[config.mk]
export PLATFORM = sky130hd
export DESIGN_NAME = quote_aware_token_splitter_flat
export DESIGN_NICKNAME = d
export VERILOG_FILES = /design/src/hdl/qats_pkg.sv /design/src/hdl/qats_if.sv /design/src/hdl/qats_front.sv /design/src/hdl/qats_fifo.sv /design/src/hdl/qats_back.sv /design/src/hdl/quote_aware_token_splitter.sv /design/src/flat_wrapper.sv
export SDC_FILE = /design/constraint.sdc
export NUM_CORES = 1
export LEC_CHECK = 0
export BUFFER_PORTS_ARGS = -buffer_cell sky130_fd_sc_hd__clkbuf_2
export CORE_ASPECT_RATIO = 0.5
export CORE_MARGIN = 1
export CORE_UTILIZATION = 55
export CTS_BUF_LIST = sky130_fd_sc_hd__clkbuf_16
export DETAILED_ROUTE_END_ITERATION = 10
export HOLD_SLACK_MARGIN = 0.1
export PLACE_DENSITY = 0.76
export SYNTH_ARGS = -nofsm -noshare
export SYNTH_HDL_FRONTEND = slang
export SYNTH_SLANG_ARGS = --single-unit
[constraint.sdc]
create_clock -name clk -period 19.3 [get_ports clk]
set_input_delay 2.895 -clock clk [delete_from_list [all_inputs] [get_ports clk]]
set_output_delay 2.895 -clock clk [all_outputs]
set_load 0.05 [all_outputs]
[src/hdl/qats_pkg.sv]
// Shared types, codes and constants of the quote-aware token splitter.
package qats_pkg;

  // Default sizing, handed to the top level as parameter defaults.
  localparam int SEP_MAX_DEF    = 4;
  localparam int FIFO_DEPTH_DEF = 4;

  // Character codes.
  localparam logic [7:0] CH_SQUOTE = 8'h27;
  localparam logic [7:0] CH_DQUOTE = 8'h22;
  localparam logic [7:0] CH_SPACE  = 8'h20;
  localparam logic [7:0] CH_TAB    = 8'h09;
  localparam logic [7:0] CH_CR     = 8'h0D;

  // Configuration register indexes.
  localparam logic [1:0] REG_SPLIT_MODE = 2'd0;
  localparam logic [1:0] REG_SEP_LEN    = 2'd1;
  localparam logic [1:0] REG_SEP_BYTES  = 2'd2;

  // Split modes.
  localparam logic MODE_SEP = 1'b0;
  localparam logic MODE_WS  = 1'b1;

  // Register reset values.
  localparam logic        RST_SPLIT_MODE = MODE_WS;
  localparam logic [2:0]  RST_SEP_LEN    = 3'd1;
  localparam logic [31:0] RST_SEP_BYTES  = 32'd124;

  // One result word.
  typedef struct packed {
    logic [7:0] char_out;
    logic       token_last;
    logic       is_separator;
    logic       string_last;
    logic       no_char;
  } qats_item_t;

  // Queue status seen by both sides.
  typedef struct packed {
    logic full;
    logic empty;
  } qats_fifo_stat_t;

  // Space, tab, newline, vertical tab, form feed or return.
  function automatic logic is_space(input logic [7:0] c);
    return (c == CH_SPACE) || ((c >= CH_TAB) && (c <= CH_CR));
  endfunction

endpackage

[src/hdl/qats_if.sv]
// Handshake interfaces for the input, result and configuration channels.
interface qats_in_if;
  logic       valid;
  logic       ready;
  logic [7:0] char_in;
  logic       string_end;

  modport source (output valid, output char_in, output string_end, input ready);
  modport sink (input valid, input char_in, input string_end, output ready);
endinterface

interface qats_out_if;
  logic       valid;
  logic       ready;
  logic [7:0] char_out;
  logic       token_last;
  logic       is_separator;
  logic       string_last;
  logic       no_char;

  modport source (output valid, output char_out, output token_last, output is_separator,
                  output string_last, output no_char, input ready);
  modport sink (input valid, input char_out, input token_last, input is_separator,
                input string_last, input no_char, output ready);
endinterface

interface qats_cfg_if;
  logic        valid;
  logic        ready;
  logic [1:0]  reg_index;
  logic [31:0] wr_data;

  modport source (output valid, output reg_index, output wr_data, input ready);
  modport sink (input valid, input reg_index, input wr_data, output ready);
endinterface

[src/hdl/qats_front.sv]
// Front end: configuration registers, quote tracking, separator matching and word bundling.
module qats_front #(
  parameter int SEP_MAX = qats_pkg::SEP_MAX_DEF
) (
  input  logic                                  clk,
  input  logic                                  rst_n,
  qats_in_if.sink                               in_ch,
  qats_cfg_if.sink                              cfg_ch,
  input  qats_pkg::qats_fifo_stat_t             fifo_stat,
  output logic                                  push,
  output qats_pkg::qats_item_t [SEP_MAX:0]      push_items,
  output logic [$clog2(SEP_MAX+1)-1:0]          push_last
);

  localparam int WD  = (SEP_MAX > 1) ? SEP_MAX - 1 : 1;
  localparam int WCW = (SEP_MAX > 1) ? $clog2(SEP_MAX) : 1;
  localparam int CW  = $clog2(SEP_MAX + 2);
  localparam int IW  = $clog2(SEP_MAX + 1);

  logic        mode_r;
  logic [2:0]  sep_len_r;
  logic [31:0] sep_bytes_r;
  logic        sgl_r, sgl_nxt;
  logic        dbl_r, dbl_nxt;
  logic [7:0]  win_r [WD];
  logic [7:0]  win_nxt [WD];
  logic [WCW-1:0] win_cnt_r, win_cnt_nxt;
  logic [7:0]  held_r, held_nxt;
  logic        held_v_r, held_v_nxt;

  logic        acc;
  logic [7:0]  c;
  logic        e;

  logic [7:0]  sb [SEP_MAX];
  logic [7:0]  pb [SEP_MAX];
  logic [7:0]  qv [SEP_MAX+1];
  logic [SEP_MAX-1:0] cand;
  logic [CW-1:0] wn, n, len, s_sel, k, hv, stream_len, cnt_c, cnt_raw, o_base, qi;
  logic        pre, is_q, in_q, ws, sep_hit, sep_case, endtok, keep_win, ok;
  qats_pkg::qats_item_t it;

  assign c   = in_ch.char_in;
  assign e   = in_ch.string_end;
  assign in_ch.ready  = !fifo_stat.full;
  assign cfg_ch.ready = 1'b1;
  assign acc = in_ch.valid && in_ch.ready;

  always_comb begin
    // Separator bytes; those beyond the fourth read as zero.
    for (int t = 0; t < SEP_MAX; t++) begin
      sb[t] = (t < 4) ? sep_bytes_r[(t % 4) * 8 +: 8] : 8'h00;
    end

    wn = CW'(win_cnt_r);
    n  = wn + CW'(1);

    // Pending bytes: the match window followed by the new byte.
    for (int i = 0; i < SEP_MAX; i++) begin
      pb[i] = 8'h00;
      if (CW'(i) == wn) begin
        pb[i] = c;
      end else if ((i < SEP_MAX - 1) && (CW'(i) < wn)) begin
        pb[i] = win_r[i % WD];
      end
    end
    qv[0] = held_r;
    for (int i = 0; i < SEP_MAX; i++) begin
      qv[i+1] = pb[i];
    end

    if (sep_len_r == 3'd0) begin
      len = CW'(1);
    end else if (int'(sep_len_r) > SEP_MAX) begin
      len = CW'(SEP_MAX);
    end else begin
      len = CW'(sep_len_r);
    end

    ws  = (mode_r == qats_pkg::MODE_WS);
    pre = ws || (n > len);

    // Start position of each possible new window. Position zero trusts the
    // bytes already in the window; later positions are checked byte by byte.
    cand = '0;
    for (int t = 0; t < SEP_MAX; t++) begin
      if (CW'(t) == wn) begin
        cand[0] = !pre && (c == sb[t]);
      end
    end
    for (int s = 1; s < SEP_MAX; s++) begin
      ok = (CW'(s) < n) && (!pre || (CW'(s) >= wn));
      for (int i = s; i < SEP_MAX; i++) begin
        if ((CW'(i) < n) && (pb[i] != sb[i-s])) begin
          ok = 1'b0;
        end
      end
      cand[s] = ok;
    end
    s_sel = n;
    for (int s = SEP_MAX - 1; s >= 0; s--) begin
      if (cand[s]) begin
        s_sel = CW'(s);
      end
    end
    sep_hit = (s_sel < n) && ((n - s_sel) == len);

    // Classify the byte.
    is_q     = (c == qats_pkg::CH_SQUOTE) || (c == qats_pkg::CH_DQUOTE);
    in_q     = sgl_r || dbl_r;
    k        = n;
    endtok   = e;
    sep_case = 1'b0;
    keep_win = 1'b0;
    if (is_q || in_q) begin
      k = n;
    end else if (ws) begin
      if (qats_pkg::is_space(c)) begin
        k      = n - CW'(1);
        endtok = 1'b1;
      end
    end else if (sep_hit) begin
      k        = s_sel;
      sep_case = 1'b1;
      endtok   = 1'b1;
    end else if (!e) begin
      k        = s_sel;
      keep_win = 1'b1;
    end

    // Word count: token bytes (the newest one stays held unless the token
    // ends), then the separator bytes.
    hv         = CW'(held_v_r);
    stream_len = hv + k;
    if (endtok) begin
      cnt_c = stream_len;
    end else if (stream_len != '0) begin
      cnt_c = stream_len - CW'(1);
    end else begin
      cnt_c = '0;
    end
    cnt_raw = cnt_c + (sep_case ? (n - k) : CW'(0));
    o_base  = held_v_r ? CW'(0) : CW'(1);

    for (int j = 0; j <= SEP_MAX; j++) begin
      it = '0;
      qi = o_base + CW'(j);
      for (int i = 0; i <= SEP_MAX; i++) begin
        if (CW'(i) == qi) begin
          it.char_out = qv[i];
        end
      end
      it.token_last   = (endtok && (qi == k)) || (sep_case && (qi == n));
      it.is_separator = sep_case && (qi > k);
      it.string_last  = e && ((CW'(j) + CW'(1)) == cnt_raw);
      push_items[j]   = it;
    end
    if (e && (cnt_raw == '0)) begin
      push_items[0]             = '0;
      push_items[0].string_last = 1'b1;
      push_items[0].no_char     = 1'b1;
      push                      = acc;
      push_last                 = '0;
    end else begin
      push      = acc && (cnt_raw != '0);
      push_last = IW'(cnt_raw - CW'(1));
    end

    // Next state.
    held_v_nxt = !e && !endtok && (stream_len != '0);
    held_nxt   = held_r;
    for (int i = 0; i <= SEP_MAX; i++) begin
      if (CW'(i) == k) begin
        held_nxt = qv[i];
      end
    end
    win_cnt_nxt = keep_win ? WCW'(n - s_sel) : '0;
    for (int i = 0; i < WD; i++) begin
      win_nxt[i] = win_r[i];
      for (int t = 0; t < SEP_MAX; t++) begin
        if (CW'(t) == (s_sel + CW'(i))) begin
          win_nxt[i] = pb[t];
        end
      end
    end
    sgl_nxt = sgl_r ^ ((c == qats_pkg::CH_SQUOTE) && !dbl_r);
    dbl_nxt = dbl_r ^ ((c == qats_pkg::CH_DQUOTE) && !sgl_r);
    if (e) begin
      sgl_nxt = 1'b0;
      dbl_nxt = 1'b0;
    end
  end

  always_ff @(posedge clk) begin
    if (!rst_n) begin
      mode_r      <= qats_pkg::RST_SPLIT_MODE;
      sep_len_r   <= qats_pkg::RST_SEP_LEN;
      sep_bytes_r <= qats_pkg::RST_SEP_BYTES;
      sgl_r       <= 1'b0;
      dbl_r       <= 1'b0;
      win_cnt_r   <= '0;
      held_v_r    <= 1'b0;
    end else begin
      if (cfg_ch.valid && cfg_ch.ready) begin
        case (cfg_ch.reg_index)
          qats_pkg::REG_SPLIT_MODE: mode_r      <= cfg_ch.wr_data[0];
          qats_pkg::REG_SEP_LEN:    sep_len_r   <= cfg_ch.wr_data[2:0];
          qats_pkg::REG_SEP_BYTES:  sep_bytes_r <= cfg_ch.wr_data;
          default: ;
        endcase
      end
      if (acc) begin
        sgl_r     <= sgl_nxt;
        dbl_r     <= dbl_nxt;
        win_cnt_r <= win_cnt_nxt;
        held_v_r  <= held_v_nxt;
      end
    end
  end

  always_ff @(posedge clk) begin
    if (acc) begin
      held_r <= held_nxt;
      for (int i = 0; i < WD; i++) begin
        win_r[i] <= win_nxt[i];
      end
    end
  end

endmodule

[src/hdl/qats_fifo.sv]
// Bundle queue between the front end and the output serializer.
module qats_fifo #(
  parameter int SEP_MAX    = qats_pkg::SEP_MAX_DEF,
  parameter int FIFO_DEPTH = qats_pkg::FIFO_DEPTH_DEF
) (
  input  logic                              clk,
  input  logic                              rst_n,
  input  logic                              push,
  input  qats_pkg::qats_item_t [SEP_MAX:0]  push_items,
  input  logic [$clog2(SEP_MAX+1)-1:0]      push_last,
  input  logic                              pop,
  output qats_pkg::qats_fifo_stat_t         fifo_stat,
  output qats_pkg::qats_item_t [SEP_MAX:0]  head_items,
  output logic [$clog2(SEP_MAX+1)-1:0]      head_last
);

  // Depth must be at least two.
  localparam int PW   = $clog2(FIFO_DEPTH);
  localparam int CNTW = $clog2(FIFO_DEPTH + 1);
  localparam int IW   = $clog2(SEP_MAX + 1);

  qats_pkg::qats_item_t [SEP_MAX:0] ent_items [FIFO_DEPTH];
  logic [IW-1:0]   ent_last [FIFO_DEPTH];
  logic [PW-1:0]   wr_ptr_r, wr_ptr_nxt;
  logic [PW-1:0]   rd_ptr_r, rd_ptr_nxt;
  logic [CNTW-1:0] cnt_r, cnt_nxt;

  assign fifo_stat.full  = (cnt_r == CNTW'(FIFO_DEPTH));
  assign fifo_stat.empty = (cnt_r == '0);
  assign head_items = ent_items[rd_ptr_r];
  assign head_last  = ent_last[rd_ptr_r];

  always_comb begin
    wr_ptr_nxt = wr_ptr_r;
    rd_ptr_nxt = rd_ptr_r;
    if (push) begin
      wr_ptr_nxt = (wr_ptr_r == PW'(FIFO_DEPTH - 1)) ? '0 : wr_ptr_r + PW'(1);
    end
    if (pop) begin
      rd_ptr_nxt = (rd_ptr_r == PW'(FIFO_DEPTH - 1)) ? '0 : rd_ptr_r + PW'(1);
    end
    case ({push, pop})
      2'b10:   cnt_nxt = cnt_r + CNTW'(1);
      2'b01:   cnt_nxt = cnt_r - CNTW'(1);
      default: cnt_nxt = cnt_r;
    endcase
  end

  always_ff @(posedge clk) begin
    if (!rst_n) begin
      wr_ptr_r <= '0;
      rd_ptr_r <= '0;
      cnt_r    <= '0;
    end else begin
      wr_ptr_r <= wr_ptr_nxt;
      rd_ptr_r <= rd_ptr_nxt;
      cnt_r    <= cnt_nxt;
    end
  end

  always_ff @(posedge clk) begin
    if (push) begin
      ent_items[wr_ptr_r] <= push_items;
      ent_last[wr_ptr_r]  <= push_last;
    end
  end

endmodule

[src/hdl/qats_back.sv]
// Back end: steps through the head bundle and drives the registered result channel.
module qats_back #(
  parameter int SEP_MAX = qats_pkg::SEP_MAX_DEF
) (
  input  logic                              clk,
  input  logic                              rst_n,
  input  qats_pkg::qats_fifo_stat_t         fifo_stat,
  input  qats_pkg::qats_item_t [SEP_MAX:0]  head_items,
  input  logic [$clog2(SEP_MAX+1)-1:0]      head_last,
  output logic                              pop,
  qats_out_if.source                        out_ch
);

  localparam int IW = $clog2(SEP_MAX + 1);

  logic [IW-1:0]        idx_r, idx_nxt;
  logic                 out_valid_r, out_valid_nxt;
  qats_pkg::qats_item_t out_item_r;
  logic                 ld;

  assign ld  = !fifo_stat.empty && (!out_valid_r || out_ch.ready);
  assign pop = ld && (idx_r == head_last);

  assign out_ch.valid        = out_valid_r;
  assign out_ch.char_out     = out_item_r.char_out;
  assign out_ch.token_last   = out_item_r.token_last;
  assign out_ch.is_separator = out_item_r.is_separator;
  assign out_ch.string_last  = out_item_r.string_last;
  assign out_ch.no_char      = out_item_r.no_char;

  always_comb begin
    idx_nxt       = idx_r;
    out_valid_nxt = out_valid_r;
    if (ld) begin
      idx_nxt       = pop ? '0 : idx_r + IW'(1);
      out_valid_nxt = 1'b1;
    end else if (out_ch.ready) begin
      out_valid_nxt = 1'b0;
    end
  end

  always_ff @(posedge clk) begin
    if (!rst_n) begin
      idx_r       <= '0;
      out_valid_r <= 1'b0;
    end else begin
      idx_r       <= idx_nxt;
      out_valid_r <= out_valid_nxt;
    end
  end

  always_ff @(posedge clk) begin
    if (ld) begin
      out_item_r <= head_items[idx_r];
    end
  end

endmodule

[src/hdl/quote_aware_token_splitter.sv]
// Quote-aware token splitter: splits a byte stream into tokens, one result word per cycle while the receiver is ready.
// Data path: each accepted byte's bundle is registered in the bundle queue, and its words pass the output register.
// Throughput: one input byte per cycle while the bundle queue has room; the result side sends
//   one word per cycle while the receiver takes it, so the words of a byte leave one by one.
// Reset (synchronous, rst_n low): quote, window and held-byte state, the queue and the output
//   register are cleared; the registers return to whitespace mode, length 1, separator '|'.
module quote_aware_token_splitter #(
  parameter int SEP_MAX    = qats_pkg::SEP_MAX_DEF,
  parameter int FIFO_DEPTH = qats_pkg::FIFO_DEPTH_DEF
) (
  input  logic        clk,
  input  logic        rst_n,
  qats_in_if.sink     in_ch,
  qats_out_if.source  out_ch,
  qats_cfg_if.sink    cfg_ch
);

  // The front end turns every accepted byte into one bundle of up to SEP_MAX + 1
  // result words, all worked out in the cycle of acceptance. A bundle with no
  // word is not queued. The back end walks the head bundle one word per cycle
  // into the output register while the receiver takes them, so a new byte can
  // enter while older words still wait to be taken.

  qats_pkg::qats_fifo_stat_t          fifo_stat;
  qats_pkg::qats_item_t [SEP_MAX:0]   push_items;
  qats_pkg::qats_item_t [SEP_MAX:0]   head_items;
  logic [$clog2(SEP_MAX+1)-1:0]       push_last;
  logic [$clog2(SEP_MAX+1)-1:0]       head_last;
  logic                               push;
  logic                               pop;

  qats_front #(
    .SEP_MAX(SEP_MAX)
  ) u_front (
    .clk       (clk),
    .rst_n     (rst_n),
    .in_ch     (in_ch),
    .cfg_ch    (cfg_ch),
    .fifo_stat (fifo_stat),
    .push      (push),
    .push_items(push_items),
    .push_last (push_last)
  );

  qats_fifo #(
    .SEP_MAX   (SEP_MAX),
    .FIFO_DEPTH(FIFO_DEPTH)
  ) u_fifo (
    .clk       (clk),
    .rst_n     (rst_n),
    .push      (push),
    .push_items(push_items),
    .push_last (push_last),
    .pop       (pop),
    .fifo_stat (fifo_stat),
    .head_items(head_items),
    .head_last (head_last)
  );

  qats_back #(
    .SEP_MAX(SEP_MAX)
  ) u_back (
    .clk       (clk),
    .rst_n     (rst_n),
    .fifo_stat (fifo_stat),
    .head_items(head_items),
    .head_last (head_last),
    .pop       (pop),
    .out_ch    (out_ch)
  );

  // The front end never writes a full queue.
  a_push_room: assert property (@(posedge clk) disable iff (!rst_n)
    push |-> !fifo_stat.full)
    else $error("bundle written into a full queue");

  // The back end never takes from an empty queue.
  a_pop_data: assert property (@(posedge clk) disable iff (!rst_n)
    pop |-> !fifo_stat.empty)
    else $error("bundle taken from an empty queue");

  // The last byte of a string always yields at least one word.
  a_end_word: assert property (@(posedge clk) disable iff (!rst_n)
    (in_ch.valid && in_ch.ready && in_ch.string_end) |-> push)
    else $error("string end produced no result word");

  // A word without a byte only marks the end of a string.
  a_no_char: assert property (@(posedge clk) disable iff (!rst_n)
    (out_ch.valid && out_ch.no_char) |->
      (out_ch.string_last && !out_ch.token_last && !out_ch.is_separator))
    else $error("string end marker carries token flags");

endmodule

[src/flat_wrapper.sv]
// flat-port wrapper written by rule: the top's interface ports become plain ports
module quote_aware_token_splitter_flat 
#(
  parameter int SEP_MAX    = qats_pkg::SEP_MAX_DEF,
  parameter int FIFO_DEPTH = qats_pkg::FIFO_DEPTH_DEF
)
  (clk, rst_n, in_ch_valid, in_ch_char_in, in_ch_string_end, in_ch_ready, out_ch_valid, out_ch_char_out, out_ch_token_last, out_ch_is_separator, out_ch_string_last, out_ch_no_char, out_ch_ready, cfg_ch_valid, cfg_ch_reg_index, cfg_ch_wr_data, cfg_ch_ready);
  qats_in_if in_ch_i ();
  qats_out_if out_ch_i ();
  qats_cfg_if cfg_ch_i ();
  input  logic clk;
  input  logic rst_n;
  input wire logic [$bits(in_ch_i.valid)-1:0] in_ch_valid;
  input wire logic [$bits(in_ch_i.char_in)-1:0] in_ch_char_in;
  input wire logic [$bits(in_ch_i.string_end)-1:0] in_ch_string_end;
  output wire logic [$bits(in_ch_i.ready)-1:0] in_ch_ready;
  output wire logic [$bits(out_ch_i.valid)-1:0] out_ch_valid;
  output wire logic [$bits(out_ch_i.char_out)-1:0] out_ch_char_out;
  output wire logic [$bits(out_ch_i.token_last)-1:0] out_ch_token_last;
  output wire logic [$bits(out_ch_i.is_separator)-1:0] out_ch_is_separator;
  output wire logic [$bits(out_ch_i.string_last)-1:0] out_ch_string_last;
  output wire logic [$bits(out_ch_i.no_char)-1:0] out_ch_no_char;
  input wire logic [$bits(out_ch_i.ready)-1:0] out_ch_ready;
  input wire logic [$bits(cfg_ch_i.valid)-1:0] cfg_ch_valid;
  input wire logic [$bits(cfg_ch_i.reg_index)-1:0] cfg_ch_reg_index;
  input wire logic [$bits(cfg_ch_i.wr_data)-1:0] cfg_ch_wr_data;
  output wire logic [$bits(cfg_ch_i.ready)-1:0] cfg_ch_ready;
  assign in_ch_i.valid = in_ch_valid;
  assign in_ch_i.char_in = in_ch_char_in;
  assign in_ch_i.string_end = in_ch_string_end;
  assign in_ch_ready = in_ch_i.ready;
  assign out_ch_valid = out_ch_i.valid;
  assign out_ch_char_out = out_ch_i.char_out;
  assign out_ch_token_last = out_ch_i.token_last;
  assign out_ch_is_separator = out_ch_i.is_separator;
  assign out_ch_string_last = out_ch_i.string_last;
  assign out_ch_no_char = out_ch_i.no_char;
  assign out_ch_i.ready = out_ch_ready;
  assign cfg_ch_i.valid = cfg_ch_valid;
  assign cfg_ch_i.reg_index = cfg_ch_reg_index;
  assign cfg_ch_i.wr_data = cfg_ch_wr_data;
  assign cfg_ch_ready = cfg_ch_i.ready;
  quote_aware_token_splitter #(.SEP_MAX(SEP_MAX), .FIFO_DEPTH(FIFO_DEPTH)) u_core (.clk(clk), .rst_n(rst_n), .in_ch(in_ch_i), .out_ch(out_ch_i), .cfg_ch(cfg_ch_i));
endmodule
After elaboration in Yosys (flattened, before gate mapping)
Memories as Yosys holds them, arrays and structs flattened. A register that Yosys moved wholly into a read port is not among the register bits.
Cells that the tools add are included.
Operators by class
  multiplexer cells: 106
  reductions and logical operators: 86
  bitwise gates (word level): 2
  equal/unequal tests: 73
  add/subtract/negate cells: 19
  order comparisons: 19
Operators with widths (number)
  $mux 8: 48
  $eq 2x3->1 const A: 16
  $mux 3: 16
  $ne 8x8->1: 6
  $logic_and 1x1->1: 43
  $bmux 12 s3: 1
  $logic_not 3->1: 11
  $eq 8x8->1: 4
  $mux 1: 31
  $eq 1x3->1 const A: 8
  $eq 3x3->1: 8
  $eq 8x6->1 const B: 3
  $mux 12: 2
  $eq 3x3->1 const A: 6
  $mux 2: 7
  $logic_or 1x1->1: 13
  $gt 3x3->1: 4
  $sub 3x1->3 const B: 4
  $add 3x1->3 const B: 3
  $eq 2x2->1 const A: 4
  $eq 2x2->1 const B: 4
  $ge 8x4->1 const B: 1
  $le 8x4->1 const B: 1
  $logic_not 1->1: 8
  other kinds (36): 53
Storage, ports and cells
  output and inout port bits: 15
  bits of input ports: 48
  bits in writable memories: 260
  logic and storage cells: 326
  bits in registers: 72
  memories: 3
Memories
  u_core.u_fifo.ent_items: depth 4, width 56, read ports 1, clocked after Yosys merged registers in 1, wr ports 1, line qats_fifo.sv:22  | qats_pkg::qats_item_t [SEP_MAX:0] ent_items [FIFO_DEPTH];
  u_core.u_front.win_r: depth 3, width 8, read ports 3, clocked after Yosys merged registers in 0, wr ports 3, line qats_front.sv:25  | logic [7:0] win_r [WD];
  u_core.u_fifo.ent_last: depth 4, width 3, read ports 1, clocked after Yosys merged registers in 1, wr ports 1, line qats_fifo.sv:23  | logic [IW-1:0] ent_last [FIFO_DEPTH];

Depth between registers and ports, before layout
  depth after elaboration: 29
  depth in mapped cells: 43
  gate-level depth less buffers: 38

By module
A second synthesis with hierarchy kept.
Unflattened totals
  cell total of the unflattened synthesis: 1322
  area total of the unflattened synthesis: 17693.2 µm²
Modules (own cells, without submodules)
  qats_fifo: area an instance 9626.7 µm², seq. area each 7747.4 µm², cells an instance 376, times used 1
  qats_front: area an instance 7033.0 µm², seq. area each 1781.7 µm², cells an instance 877, times used 1
  qats_back: area an instance 1033.5 µm², seq. area each 440.4 µm², cells an instance 69, times used 1

Least setup slack after synthesis
Ideal clock, no wire load.
  path kind: in2reg
  from: input in_ch_char_in[1]
  to: memory u_core.u_fifo.ent_items[0][0] (netlist name), enable pin
  library setup time: 0.423 ns
  data required time: 18.877 ns
  arrival: 12.280 ns
  slack: 6.597 ns
  path buffers: 4
  stages on the path: 34
  cell sequence: buf_2 > xnor2_1 > nand2_1 > or4_1 > a221o_1 > or3_1 > buf_2 > a21oi_2 > buf_2 > ha_1 > fa_1 > xnor2_1 > or3_1 > a222oi_1 > nand2b_1 > nor2_1 > a2111oi_4 > or2_2 > buf_4 > ha_1 > ha_1 > nand2b_1 > inv_1 > ha_1 > nor2b_1 > a21o_1 > ha_1 > fa_1 > or4_1 > o211ai_1 > nand2_1 > ha_1 > a21oi_1 > and2_1
On the way
  word-level cells in the longest chain between the ends: 24
  elaborated cells between the ends (all ways): 77
  those cells by class: add/sub: 5; order compare: 3; eq/ne: 14; mux: 35; reduce/logical: 20
Ends and longest elaborated chain
  from (decl): line flat_wrapper.sv:14  | input wire logic [$bits(in_ch_i.char_in)-1:0] in_ch_char_in;
  $mux 8: line qats_front.sv:61  | if (CW'(i) == wn) begin
  $ne 8x8->1: line qats_front.sv:94  | if ((CW'(i) < n) && (pb[i] != sb[i-s])) begin
  $logic_and 1x1->1: line qats_front.sv:94
  $mux 1: line qats_front.sv:94
  $mux 3 or $mux 1 (tied branches) (2 in a row): line qats_front.sv:102, qats_front.sv:94
  $mux 3 (2 in a row): line qats_front.sv:102  | if (cand[s]) begin
  $sub 3x3->3
  $eq 3x3->1: line qats_front.sv:106  | sep_hit = (s_sel < n) && ((n - s_sel) == len);
  [... 6 more ...]
  $mux 3: line qats_front.sv:137  | end else if (stream_len != '0) begin
  $mux 3: line qats_front.sv:135  | if (endtok) begin
  $add 3x3->3 (*): line qats_front.sv:142  | cnt_raw = cnt_c + (sep_case ? (n - k) : CW'(0));
  $reduce_bool 3->1 or $logic_not 3->1 (tied branches): line qats_front.sv:165, qats_front.sv:158
  $logic_and 1x1->1, on equally long branches: line qats_front.sv:165, qats_front.sv:158
  $mux 1 (*): line qats_front.sv:158  | if (e && (cnt_raw == '0)) begin
  $mux 1 (*): line qats_fifo.sv:62  | if (push) begin
  $mux 1 (not written as such) (*): line qats_fifo.sv:63  | ent_items[wr_ptr_r] <= push_items;
  to (decl): line qats_fifo.sv:22
Every way passes the cells marked *; elsewhere a longest branch is shown, timed or not.

Worst setup path after layout
  from: input in_ch_char_in[4]
  to: register u_core.u_fifo.cnt_r[2]
On the way
  word-level cells in the longest chain between the ends: 24
  elaborated cells between the ends (all ways): 79
  those cells by class: add/sub: 5; order compare: 3; eq/ne: 16; mux: 34; reduce/logical: 21
Ends and longest elaborated chain
  $mux 8: line qats_front.sv:61
  $ne 8x8->1: line qats_front.sv:94
  $logic_and 1x1->1: line qats_front.sv:94
  $mux 1: line qats_front.sv:94
  $mux 3 or $mux 1 (tied branches) (2 in a row): line qats_front.sv:102, qats_front.sv:94
  $mux 3 (2 in a row): line qats_front.sv:102
  $sub 3x3->3
  $eq 3x3->1: line qats_front.sv:106
  [... 6 more ...]
  $mux 3: line qats_front.sv:137
  $mux 3: line qats_front.sv:135
  $add 3x3->3 (*): line qats_front.sv:142
  $reduce_bool 3->1 or $logic_not 3->1 (tied branches): line qats_front.sv:165, qats_front.sv:158
  $logic_and 1x1->1, on equally long branches: line qats_front.sv:165, qats_front.sv:158
  $mux 1 (*): line qats_front.sv:158
  $eq 2x1->1 or $eq 2x2->1 (tied branches): line qats_fifo.sv:42  | case ({push, pop})
  $pmux 3 s2 or $reduce_bool 2->1 (tied branches)
  to (signal assigned): line qats_fifo.sv:57  | cnt_r <= cnt_nxt;
  to (decl): line qats_fifo.sv:26  | logic [CNTW-1:0] cnt_r, cnt_nxt;
Marked as above.
A chain may end at the register's enable or synchronous reset.

==> run summary <==
Number of antenna violations at the first check in global routing -> 0
Routability Congestion -> 0.970
DRT antenna net count -> 0
CP arrival -> 13.37 ns
Share of the synthesized area in the top cell type -> 48.6%
Synth Net Count -> 1472
Critical path launch point type -> input pin
Peak supply drop -> 0.0609 mV
Initial core utilization -> 56.4%
GRT Util Overall -> 29.0%
CP max stage delay -> 0.85 ns
Post-layout nets -> 1478
CTS tree -> done
Area Growth Syn to Fin -> 9.50%
Worst Path Max Fanout -> 21
Grt ovf -> 0
Synth async-reset ratio -> 0%
Pwr Density -> 97.5 nW/um2
Least-Margin Pin Slew -> 1.17 ns
Core area -> 30600 um2
Post-DP Area -> 17800 um2
GR met3 Demand/Resource -> 6.03%
Fmax -> 77.6 MHz
Status -> complete, no violations
Fraction of layout instances using a drive strength above 1 -> 16.6%
Die W -> 253 um
Pre-CTS setup slack -> 6.04 ns
Vias per cell -> 6.50
Post-CTS Resized -> 0
DP Cell Count -> 1783
Slew margin rel. -> 22.1%
Final setup margin -> 6.42 ns
Max Cap Viol -> 0
Total CTS buffers -> 29
Slowest cell on the critical path -> o31ai_1
Fillers -> 2334
Yosys warns -> 0
Largest net degree at the start of global routing -> 60
WS Path Type -> in2reg
M2 GR Usage -> 43.3%
Syn Inst Count -> 1385
Max-slew violations -> 0
Post-CTS Setup Bufs -> 0
Sequential share of power -> 47.3%
Gate power share -> 16.0%
Die Y -> 127 um
Fin crit share -> 66.8%
Die Area -> 32200 um2
Fin area -> 18900 um2
Final Hold Fails -> 0
Detailed-placement wirelength estimate -> 30000 um
I/O Pins -> 63
Register Area -> 9490 um2
# DRC -> 0
Post-route minimum period -> 12.88 ns
Clock Skew -> 0.0330 ns
ANT cells -> 0
CTS max path bufs -> 3
Clk slew on worst S/H paths -> 0.08 ns
Routed vias -> 11900
Clk_lat worst skew -> 0.60 ns
FF+latch count, synth -> 334
Rows -> 45
Global route hottest layer -> met1
CP Capture Type -> flip-flop
Seq/Total Area, Yosys -> 54.9%
RSZ-0062 raised after global routing -> no
Met1 Resource Use GR -> 43.4%
# port buffers -> 61
Net Sw Frac -> 27.0%
WL per Instance -> 25.0 um
Final setup TNS -> 0 ns
Clock Sinks -> 334
CP top delay family -> compound AO/OA/AOI/OAI gates
First-pass GRT wire length -> 69900 um
EDFF count, synth -> 280
Yosys cell types -> 78
Initial drt markers -> 1446
Cell Count, Final, Fillers Out -> 1837
Worst hold path class -> reg2reg
Post-synth top area cell -> edfxtp_1
1st-pass router iterations -> 6
Dominant cells by area after synthesis -> edfxtp_1 49%, mux4_2 10%, dfxtp_1 6.3%
Avg Cell Area, Syn -> 12.5 um2
Most used cell, CP -> ha_1
# H-tree levels -> 1
Leak -> 6.72 nW
Hold Buf Count CTS -> 0
Synthesized cell area -> 17300 um2
DRT Wirelength -> 46000 um
Multi-input gate area -> 7180 um2
Buf/Inv on CP -> 5
Critical Path RT -> 19.79 ns
Main synth FF type -> edfxtp_1
Vias in the first global route -> 11400
Sw power -> 0.000498 W
Clock share of power -> 36.6%
Most frequent cell after synthesis -> edfxtp_1
P_int -> 0.00135 W
Root Buffer -> clkbuf_16
Post-synth top cells -> 280 x edfxtp_1, 135 x nand2_1, 88 x nor2_1, 77 x mux4_2, 75 x a21oi_1
Flop-to-flop setup slack -> 6.78 ns
Setup violators final -> 0
==> path summary, 6_finish.rpt <==
kind	start	end	cells past startpoint
max	in_ch_char_in[4]	u_core.u_fifo.cnt_r[2]$_SDFFE_PN0P_	35
min	u_core.u_front.sep_bytes_r[17]$_SDFFE_PN0P_	u_core.u_front.sep_bytes_r[17]$_SDFFE_PN0P_	2
max reg2reg	u_core.u_front.win_cnt_r[0]$_SDFFE_PN0P_	u_core.u_fifo.cnt_r[2]$_SDFFE_PN0P_	37
min reg2reg	u_core.u_front.sep_bytes_r[17]$_SDFFE_PN0P_	u_core.u_front.sep_bytes_r[17]$_SDFFE_PN0P_	2
==> power by group through the flow <==
stage / combinational [W] / sequential (W) / clock (W)
2_1_floorplan: 0.000176 / 0.000915 / 0
3_3_place_gp: 0.000285 / 0.000885 / 0
3_5_place_dp: 0.000293 / 0.000888 / 0
4_1_cts: 0.000297 / 0.000874 / 0.000684
5_1_grt: 0.000316 / 0.000879 / 0.000709
6_report: 0.000296 / 0.000874 / 0.000676
==> worst register-to-register path: cells and delay by family (launching register included) <==
family | cells | cell delay (ns)
buffers and inverters | 5 | 1.18
AND/OR/NAND/NOR | 10 | 3.03
AO/OA/AOI/OAI | 11 | 4.22
XOR/XNOR | 2 | 0.30
flip-flops | 1 | 0.59
adder cells (fa/ha/maj) | 9 | 3.06
==> stage by stage <==
stage | hold WS (ns) | total power, W | util, %
after floorplan | 0.456 | 0.00109 | -
after global routing | 0.507 | 0.00190 | 61.8
after CTS | 0.488 | 0.00186 | 61.8
after global placement | 0.471 | 0.00117 | 58.2
final | 0.483 | 0.00185 | 61.8
after detailed placement | 0.477 | 0.00118 | 58.2
==> layout by cell type (no fill, tap or decap), types with 20 or more instances in the layout <==
cell         n
inv_1       58
a21boi_0    32
o21ai_0     48
a22oi_1     33
xnor2_1     46
nor2_1      88
nand2_1    135
edfxtp_1   280
a21oi_1     74
mux4_2      77
ha_1        35
clkbuf_16   29
nor2b_1     20
mux2i_1     54
nand3_1     25
dfxtp_1     52
clkbuf_2    61
==> logic make-up (layout without fill, tap and decap cells) <==
logic type                 Yosys count  count (layout)  share of synthesized area [%]
muxes                              142             142                           13.9
adders and majority gates           39              39                           3.00
other                                1               1                         0.0217
xor gates and xnor gates            51              51                           2.63
DFF                                334             334                           54.9
and+or+nand+nor                    372             372                           10.5
buffers and inverters              156             185                           3.64
AOI/OAI and AO/OA                  290             290                           11.4
==> metal layers <==
metal | wire length [um] | up-vias | share of wire [%]
li1 | - | 5281 | -
met1 | 19500 | 5896 | 42
met2 | 20400 | 691 | 44
met3 | 5020 | 80 | 11
met4 | 1130 | 0 | 2.5
met5 | 0 | - | 0
==> final cells by class <==
| cell class | count | area share (%) |
|---|---|---|
| Inverter | 56 | 1.11 |
| Multi-Input combinational cell | 895 | 38.0 |
| Clock inverter | 25 | 1.97 |
| Sequential cell | 334 | 50.2 |
| Tap cell | 423 | 2.80 |
| Clock buffer | 29 | 3.83 |
| Timing Repair Buffer | 75 | 2.17 |
==> registers in the layout, indices dropped and copies added (netlist names), 2 cells and up, named ones only <==
| name | cells |
|---|---|
| u_core.u_fifo.ent_items | 224 |
| u_core.u_back.out_ch.char_out | 8 |
| u_core.u_front.sep_bytes_r | 32 |
| u_core.u_fifo.wr_ptr_r | 2 |
| u_core.u_fifo.ent_last | 12 |
| u_core.u_front.win_cnt_r | 2 |
| u_core.u_fifo.cnt_r | 3 |
| u_core.u_back.idx_r | 3 |
| u_core.u_fifo.rd_ptr_r | 2 |
| u_core.u_front.win_r | 24 |
| u_core.u_front.sep_len_r | 3 |
| u_core.u_front.held_r | 8 |
Note: power is estimated with default switching activity, not from simulation.
